[src/hdl/task_runtime_statistics_assert.svh]
// assertion macros used by the runtime statistics controller
`ifndef TASK_RUNTIME_STATISTICS_ASSERT_SVH
`define TASK_RUNTIME_STATISTICS_ASSERT_SVH

// same-cycle implication on clk, off during reset
`define TRS_ASSERT_SAME(lbl, ante, cons) \
	lbl: assert property (@(posedge clk) disable iff (!arst_n) (ante) |-> (cons)) \
		else $error("runtime statistics check failed");

// next-cycle implication on clk, off during reset
`define TRS_ASSERT_NEXT(lbl, ante, cons) \
	lbl: assert property (@(posedge clk) disable iff (!arst_n) (ante) |=> (cons)) \
		else $error("runtime statistics check failed");

`endif

[src/hdl/trs_pkg.sv]
// types and codes shared by the runtime statistics block
package trs_pkg;

	localparam int unsigned FIELD_BITS = 32;

	typedef enum logic [1:0] {
		CMD_ADD     = 2'd0,
		CMD_CLR_MAX = 2'd1,
		CMD_READ    = 2'd2
	} trs_cmd_t;

	typedef struct packed {
		logic [1:0]            cmd;
		logic [FIELD_BITS-1:0] sample;
	} trs_in_t;

	typedef struct packed {
		logic [FIELD_BITS-1:0] current_max;
		logic [FIELD_BITS-1:0] overall_max;
		logic [FIELD_BITS-1:0] average;
		logic [FIELD_BITS-1:0] sample_count;
		logic [FIELD_BITS-1:0] eaten_count;
	} trs_out_t;

	typedef struct packed {
		logic apply;
		logic div_load;
		logic div_step;
		logic out_load;
	} trs_ctl_t;

	typedef struct packed {
		logic eff_zero;
	} trs_sts_t;

endpackage

[src/hdl/task_runtime_statistics.sv]
// Runtime statistics monitor. Each input beat carries a command (add a sample,
// clear the current maximum, or only read) and returns one output beat with
// the current maximum, overall maximum, average, sample count and eaten count.
// An item passes through the block in order: the command is applied, the
// divider is loaded, VALUE_WIDTH steps of the bit-serial divider form the
// average, and the output register is loaded once any earlier result has
// been taken. When the effective count is zero the divider is skipped. The
// output register lets the next beat in while a result still waits to be
// taken.
module task_runtime_statistics #(
	parameter int unsigned VALUE_WIDTH = 32
) (
	input  logic              clk,
	input  logic              arst_n,
	input  logic              in_valid,
	output logic              in_ready,
	input  trs_pkg::trs_in_t  in_data,
	output logic              out_valid,
	input  logic              out_ready,
	output trs_pkg::trs_out_t out_data
);
	import trs_pkg::*;

	trs_ctl_t ctl;
	trs_sts_t sts;

	trs_ctrl #(
		.VALUE_WIDTH(VALUE_WIDTH)
	) u_ctrl (
		.clk      (clk),
		.arst_n   (arst_n),
		.in_valid (in_valid),
		.in_ready (in_ready),
		.out_valid(out_valid),
		.out_ready(out_ready),
		.sts      (sts),
		.ctl      (ctl)
	);

	trs_datapath #(
		.VALUE_WIDTH(VALUE_WIDTH)
	) u_datapath (
		.clk     (clk),
		.arst_n  (arst_n),
		.in_data (in_data),
		.ctl     (ctl),
		.sts     (sts),
		.out_data(out_data)
	);

endmodule

[src/hdl/trs_ctrl.sv]
// controller state machine: sequences update, divide and result load
`include "task_runtime_statistics_assert.svh"

module trs_ctrl #(
	parameter int unsigned VALUE_WIDTH = 32
) (
	input  logic              clk,
	input  logic              arst_n,
	input  logic              in_valid,
	output logic              in_ready,
	output logic              out_valid,
	input  logic              out_ready,
	input  trs_pkg::trs_sts_t sts,
	output trs_pkg::trs_ctl_t ctl
);
	import trs_pkg::*;

	localparam int unsigned CW = $clog2(VALUE_WIDTH);

	typedef enum logic [1:0] {
		S_IDLE,
		S_LOAD,
		S_DIV,
		S_EMIT
	} state_t;

	state_t         state_q;
	logic [CW-1:0]  cnt_q;
	logic           out_valid_q;
	logic           slot_free;

	assign slot_free    = !out_valid_q || out_ready;
	assign in_ready     = (state_q == S_IDLE);
	assign out_valid    = out_valid_q;
	assign ctl.apply    = in_valid && in_ready;
	assign ctl.div_load = (state_q == S_LOAD);
	assign ctl.div_step = (state_q == S_DIV);
	assign ctl.out_load = (state_q == S_EMIT) && slot_free;

	always_ff @(posedge clk or negedge arst_n) begin
		if (!arst_n) begin
			state_q     <= S_IDLE;
			cnt_q       <= '0;
			out_valid_q <= 1'b0;
		end else begin
			if (ctl.out_load) begin
				out_valid_q <= 1'b1;
			end else if (out_ready) begin
				out_valid_q <= 1'b0;
			end
			case (state_q)
				S_IDLE: begin
					if (in_valid) begin
						state_q <= S_LOAD;
					end
				end
				S_LOAD: begin
					cnt_q <= '0;
					if (sts.eff_zero) begin
						state_q <= S_EMIT;
					end else begin
						state_q <= S_DIV;
					end
				end
				S_DIV: begin
					cnt_q <= cnt_q + 1'b1;
					if (cnt_q == CW'(VALUE_WIDTH - 1)) begin
						state_q <= S_EMIT;
					end
				end
				S_EMIT: begin
					if (slot_free) begin
						state_q <= S_IDLE;
					end
				end
				default: begin
					state_q <= S_IDLE;
				end
			endcase
		end
	end

	`TRS_ASSERT_SAME(a_no_overwrite, ctl.out_load, (!out_valid_q || out_ready))
	`TRS_ASSERT_NEXT(a_load_shows, ctl.out_load, (out_valid_q && state_q == S_IDLE))
	`TRS_ASSERT_SAME(a_div_length,
		(state_q == S_EMIT && $past(state_q) != S_EMIT),
		($past(state_q) == S_LOAD || $past(cnt_q) == CW'(VALUE_WIDTH - 1)))
	`TRS_ASSERT_NEXT(a_accept_loads, ctl.apply, (state_q == S_LOAD))

endmodule

[src/hdl/trs_datapath.sv]
// datapath: statistics registers, bit-serial divider, result register
module trs_datapath #(
	parameter int unsigned VALUE_WIDTH = 32
) (
	input  logic              clk,
	input  logic              arst_n,
	input  trs_pkg::trs_in_t  in_data,
	input  trs_pkg::trs_ctl_t ctl,
	output trs_pkg::trs_sts_t sts,
	output trs_pkg::trs_out_t out_data
);
	import trs_pkg::*;

	localparam int unsigned VW = VALUE_WIDTH;
	localparam int unsigned XW = (VW > FIELD_BITS) ? VW : FIELD_BITS;

	logic [VW-1:0] max_now_q;
	logic [VW-1:0] max_start_q;
	logic [VW-1:0] sum_q;
	logic [VW-1:0] total_q;
	logic [VW-1:0] disc_q;

	logic [VW-1:0] rem_q;
	logic [VW-1:0] quo_q;
	logic [VW-1:0] dvs_q;
	trs_out_t      out_q;

	logic [XW-1:0] smp_x;
	logic [VW-1:0] smp;
	logic [VW:0]   sum_ext;
	logic          carry;
	logic [VW-1:0] eff;
	logic [VW-1:0] larger;
	logic [VW:0]   shifted;
	logic [VW:0]   diff;

	logic [XW-1:0] cur_x;
	logic [XW-1:0] all_x;
	logic [XW-1:0] avg_x;
	logic [XW-1:0] cnt_x;
	logic [XW-1:0] eat_x;

	assign smp_x   = XW'(in_data.sample);
	assign smp     = smp_x[VW-1:0];
	assign sum_ext = {1'b0, sum_q} + {1'b0, smp};
	assign carry   = sum_ext[VW];
	assign eff     = total_q - disc_q;
	assign larger  = (max_now_q > max_start_q) ? max_now_q : max_start_q;
	assign sts.eff_zero = (eff == '0);

	// one restoring divide step per cycle
	assign shifted = {rem_q, quo_q[VW-1]};
	assign diff    = shifted - {1'b0, dvs_q};

	always_ff @(posedge clk or negedge arst_n) begin
		if (!arst_n) begin
			max_now_q   <= '0;
			max_start_q <= '0;
			sum_q       <= '0;
			total_q     <= '0;
			disc_q      <= '0;
		end else if (ctl.apply) begin
			case (trs_cmd_t'(in_data.cmd))
				CMD_ADD: begin
					if (smp > max_now_q) begin
						max_now_q <= smp;
					end
					if (carry) begin
						sum_q  <= (sum_q >> 1) + smp;
						disc_q <= disc_q + (eff >> 1);
					end else begin
						sum_q <= sum_ext[VW-1:0];
					end
					total_q <= total_q + 1'b1;
				end
				CMD_CLR_MAX: begin
					max_start_q <= larger;
					max_now_q   <= '0;
				end
				default: begin
				end
			endcase
		end
	end

	always_ff @(posedge clk) begin
		if (ctl.div_load) begin
			rem_q <= '0;
			quo_q <= sum_q;
			dvs_q <= eff;
		end else if (ctl.div_step) begin
			if (!diff[VW]) begin
				rem_q <= diff[VW-1:0];
				quo_q <= {quo_q[VW-2:0], 1'b1};
			end else begin
				rem_q <= shifted[VW-1:0];
				quo_q <= {quo_q[VW-2:0], 1'b0};
			end
		end
	end

	assign cur_x = XW'(max_now_q);
	assign all_x = XW'(larger);
	assign avg_x = sts.eff_zero ? '0 : XW'(quo_q);
	assign cnt_x = XW'(total_q);
	assign eat_x = XW'(disc_q);

	always_ff @(posedge clk) begin
		if (ctl.out_load) begin
			out_q.current_max  <= cur_x[FIELD_BITS-1:0];
			out_q.overall_max  <= all_x[FIELD_BITS-1:0];
			out_q.average      <= avg_x[FIELD_BITS-1:0];
			out_q.sample_count <= cnt_x[FIELD_BITS-1:0];
			out_q.eaten_count  <= eat_x[FIELD_BITS-1:0];
		end
	end

	assign out_data = out_q;

endmodule
[config.mk]
export PLATFORM = sky130hd
export DESIGN_NAME = task_runtime_statistics
export DESIGN_NICKNAME = d
export VERILOG_FILES = /design/src/hdl/trs_pkg.sv /design/src/hdl/task_runtime_statistics.sv /design/src/hdl/trs_ctrl.sv /design/src/hdl/trs_datapath.sv
export VERILOG_INCLUDE_DIRS = /design/src /design/src/hdl
export SDC_FILE = /design/constraint.sdc
export NUM_CORES = 1
export LEC_CHECK = 0
export ABC_CLOCK_PERIOD_IN_PS = 5290
export BUFFER_PORTS_ARGS = -buffer_cell sky130_fd_sc_hd__buf_2
export CORE_MARGIN = 4
export CORE_UTILIZATION = 50
export DETAILED_ROUTE_END_ITERATION = 6
export PLACE_DENSITY_LB_ADDON = 0.12
export RECOVER_POWER = 25
export SKIP_LAST_GASP = 1
export SLEW_MARGIN = 20
export SYNTH_ARGS = -nofsm -noshare
export SYNTH_HDL_FRONTEND = slang
export SYNTH_SLANG_ARGS = --single-unit
[constraint.sdc]
create_clock -name clk -period 5.29 [get_ports clk]
set_clock_uncertainty 0.15 [all_clocks]
set_input_delay 1.058 -clock clk [delete_from_list [all_inputs] [get_ports clk]]
set_output_delay 1.058 -clock clk [all_outputs]
set_load 0.02 [all_outputs]
==> flow_summary.toml <==
[outcome]
status = "complete, but fails checks"
violations = "capacitance limit, slew limit"

[setup_path]
cp_data_arrival_time_ns = 5.41
r2r_end = "u_datapath.disc_q[31]$_DFFE_PN0P_"
r2r.worst_path.cells = 16
cp-start-kind = "flip-flop"
cp-end-kind = "flip-flop"
timing.rr.start = "u_datapath.cnt_x[1]$_DFFE_PN0P_"
path_max_fanout = 8
worstPathRequired_ns = 5.64
worstSetupPathType = "reg -> reg"
rrSetupSlack_ns = 0.23

[power_and_ir_drop]
power.density_mw_per_mm2 = 650
seqPwrFrac_pct = 31.0
p_sw_mw = 8.05
leakagePower_nw = 13.1
power_frac_comb_pct = 51.9
switching_share_pct = 42.9
power.share.clock_pct = 17.1
ir_drop_uv = 337
intPower_mw = 10.7

[sta]
fin_crit_sh_pct = 95.6
rsz0062_at_grt = "false"
tightestPinTransition_ns = 2.53
drv_slew = 253
tns_ns = 0
relSlewSlack_pct = -68.8
finalSetupViolCount = 0
finalHoldViolations = 0
fin_ws_ns = 0.231
period_minus_slack_ns = 5.06
fmax_mhz = 198

[cells_and_area]
fillerInstances = 4322
drive_gt1_share_pct = 14.0
area_growth_pct = 13.6
final_nets = 2947
diodes = 0

[min_path]
min-delay-start = "u_datapath.disc_q[2]$_DFFE_PN0P_"
hp-class = "reg -> reg"
min_to = "u_datapath.out_data[2]$_DFFE_PP_"
hold_depth = 0

[logic_synthesis]
syn-num-nets = 2736
synthesis.area_mm2 = 0.0254
ys_ff_latch = 424
synth_top_area_cell = "edfxtp_1"
yosysMostFrequentCell = "ha_1"
synth_ff_type = "edfxtp_1"
syn_avg_cell_area_um2 = 10.3
netlist_instances = 2464
yosysSeqAreaShare_pct = 45.5
synthTopCellsByCount = "ha_1, edfxtp_1, a21oi_1"
synth-edff-count = 224
synth_top_area_share_pct = 26.5
synth_area_leaders = "edfxtp_1, dfrtp_1, ha_1"
ys_types = 77
async_flop_share_pct = 39.6
yosys_warnings = 0

[floorplanning]
die_x_um = 233
fp.dieH_um = 233
coreArea_mm2 = 0.0502
start_util_pct = 50.7
ios = 200
core.rowCount = 82
fp.dieArea_mm2 = 0.0545

[cts]
cts.sinks = 424
cts-root-buf = "clkbuf_16"
cts_tree = "yes"
max-clock-path-buffers = 3
insertion_delay_ns = 0.60
cts.clk_slew.worst_paths_ns = 0.06
cts_buffers = 47
htreeDepth = 2

[detailed_routing]
wl_per_cell_um = 19.3
vias = 19400
viasPerCell = 5.73
drcViolationCount = 0
antenna_left = 0
drt-pass1-iter-count = 5
wirelength_um = 65200
drtIter0Drc = 1336

[global_routing]
grt-ovfl-total = 0
grt_use_total_pct = 23.6
antenna_found_initial = 0
grt_max_degree = 88
first_global_vias = 18700
grt_pass1_wl_um = 103000

[job]
cap_violations = 4

[placed_design]
pre_cts_slack_ns = 0.191
port_buffers = 199
dpl.hpwl_um = 48600
place.gp.congestion = 0.948
## critical path: stages, from the launching register on
cell and delay (ns):
dfrtp_1 0.49, ha_1 0.32, nor2b_1 0.26, o31ai_1 0.18, a211oi_1 0.42, a21oi_2 0.16
buf_4 0.18, o41ai_1 0.44, xor2_1 0.47, ha_1 0.39, a211o_1 0.31, a21oi_1 0.19
a211oi_2 0.12, o2111ai_1 0.31, a31oi_2 0.16, a41oi_1 0.27, xnor2_1 0.14
## flip-flops by register name, indices dropped and copies added, names as in the netlist
name / flops
u_ctrl.state_q: 2
u_datapath.cnt_x: 32
u_datapath.rem_q: 32
u_ctrl.out_valid: 1
u_datapath.quo_q: 32
u_datapath.max_start_q: 32
u_datapath.dvs_q: 32
u_datapath.disc_q: 32
u_datapath.cur_x: 32
u_ctrl.cnt_q: 5
u_datapath.out_data: 160
u_datapath.sum_q: 32
## layout by cell type, fill, tap and decap left out, types with 32 or more instances in the layout
cell / instances
ha_1: 227
edfxtp_1: 224
buf_2: 199
a21oi_1: 192
inv_1: 185
nor2_1: 178
dfrtp_1: 168
nand2_1: 159
o21ai_0: 134
xnor2_1: 94
a21o_1: 81
mux2i_1: 73
xor2_1: 50
clkbuf_16: 49
nand3_1: 44
a211oi_1: 43
o21a_1: 35
nand4_1: 35
mux2_2: 34
a22o_1: 33
dfxtp_1: 32
## repair_timing
item,4_1_cts,5_1_grt
setup endpoints to repair,0,4
resized for setup,0,9
setup buffers,0,1
hold buffers,0,0
## final cells by class
class	instances	area [um^2]	share of cell area (%)
clock buffer	66	1320	4.57
clock inverter	22	184	0.637
multi-input combinational	1786	13000	44.9
inverter	185	694	2.40
timing repair buffer	231	1290	4.48
tap	672	841	2.91
sequential	424	11600	40.1
## power groups by stage
stage / combinational, mW / clock [mW] / sequential, mW
after floorplan: 6.84 / 0 / 6.03
after global placement: 9.39 / 0 / 5.85
after detailed placement: 9.58 / 0 / 5.85
after CTS: 9.66 / 3.29 / 5.81
after global routing: 10.9 / 3.42 / 5.94
final: 9.76 / 3.21 / 5.82
## routing by layer
layer  routed length (um)  GRT usage, %
met1                31900          36.0
met2                28900          35.9
met3                 3210          2.91
met4                 1210          5.72
met5                    0             0
## cells by family (layout without fill, tap and decap cells)
kind of cell / after synthesis / after routing / share of synthesized area, %
AOI/OAI and AO/OA: 720 / 720 / 18.7
xor gates and xnor gates: 147 / 147 / 5.07
adders and majority gates: 234 / 234 / 11.7
buffers and inverters: 254 / 504 / 3.85
DFF: 424 / 424 / 45.5
muxes: 107 / 107 / 4.38
and+or+nand+nor: 578 / 578 / 10.8
## metrics by stage
step | instance area, um^2 | util (%) | cells | hold slack (ns) | total power [mW]
6_report | 28900 | 57.6 | 3386 | 0.343 | 18.8
2_1_floorplan | 25400 | - | 2464 | 0.303 | 12.9
4_1_cts | 28900 | 57.5 | 3385 | 0.340 | 18.8
5_1_grt | 28900 | 57.6 | 3386 | 0.358 | 20.2
3_5_place_dp | 27400 | 54.5 | 3297 | 0.331 | 15.4
3_3_place_gp | 27400 | 54.5 | 3297 | 0.314 | 15.2
## worst max path at each step
stage                                                start  slack, ns  cells past startpoint                                 to
after floorplan            u_datapath.cnt_x[0]$_DFFE_PN0P_       0.64                     21  u_datapath.disc_q[31]$_DFFE_PN0P_
after global placement     u_datapath.cnt_x[0]$_DFFE_PN0P_       0.25                     21  u_datapath.disc_q[31]$_DFFE_PN0P_
after detailed placement   u_datapath.cnt_x[0]$_DFFE_PN0P_       0.19                     21  u_datapath.disc_q[31]$_DFFE_PN0P_
after CTS                  u_datapath.cnt_x[0]$_DFFE_PN0P_       0.12                     21  u_datapath.disc_q[31]$_DFFE_PN0P_
after global routing      u_datapath.disc_q[1]$_DFFE_PN0P_       0.02                     17  u_datapath.disc_q[31]$_DFFE_PN0P_
final                      u_datapath.cnt_x[1]$_DFFE_PN0P_       0.23                     16  u_datapath.disc_q[31]$_DFFE_PN0P_
No activity file was read; power rests on OpenSTA's default activity.
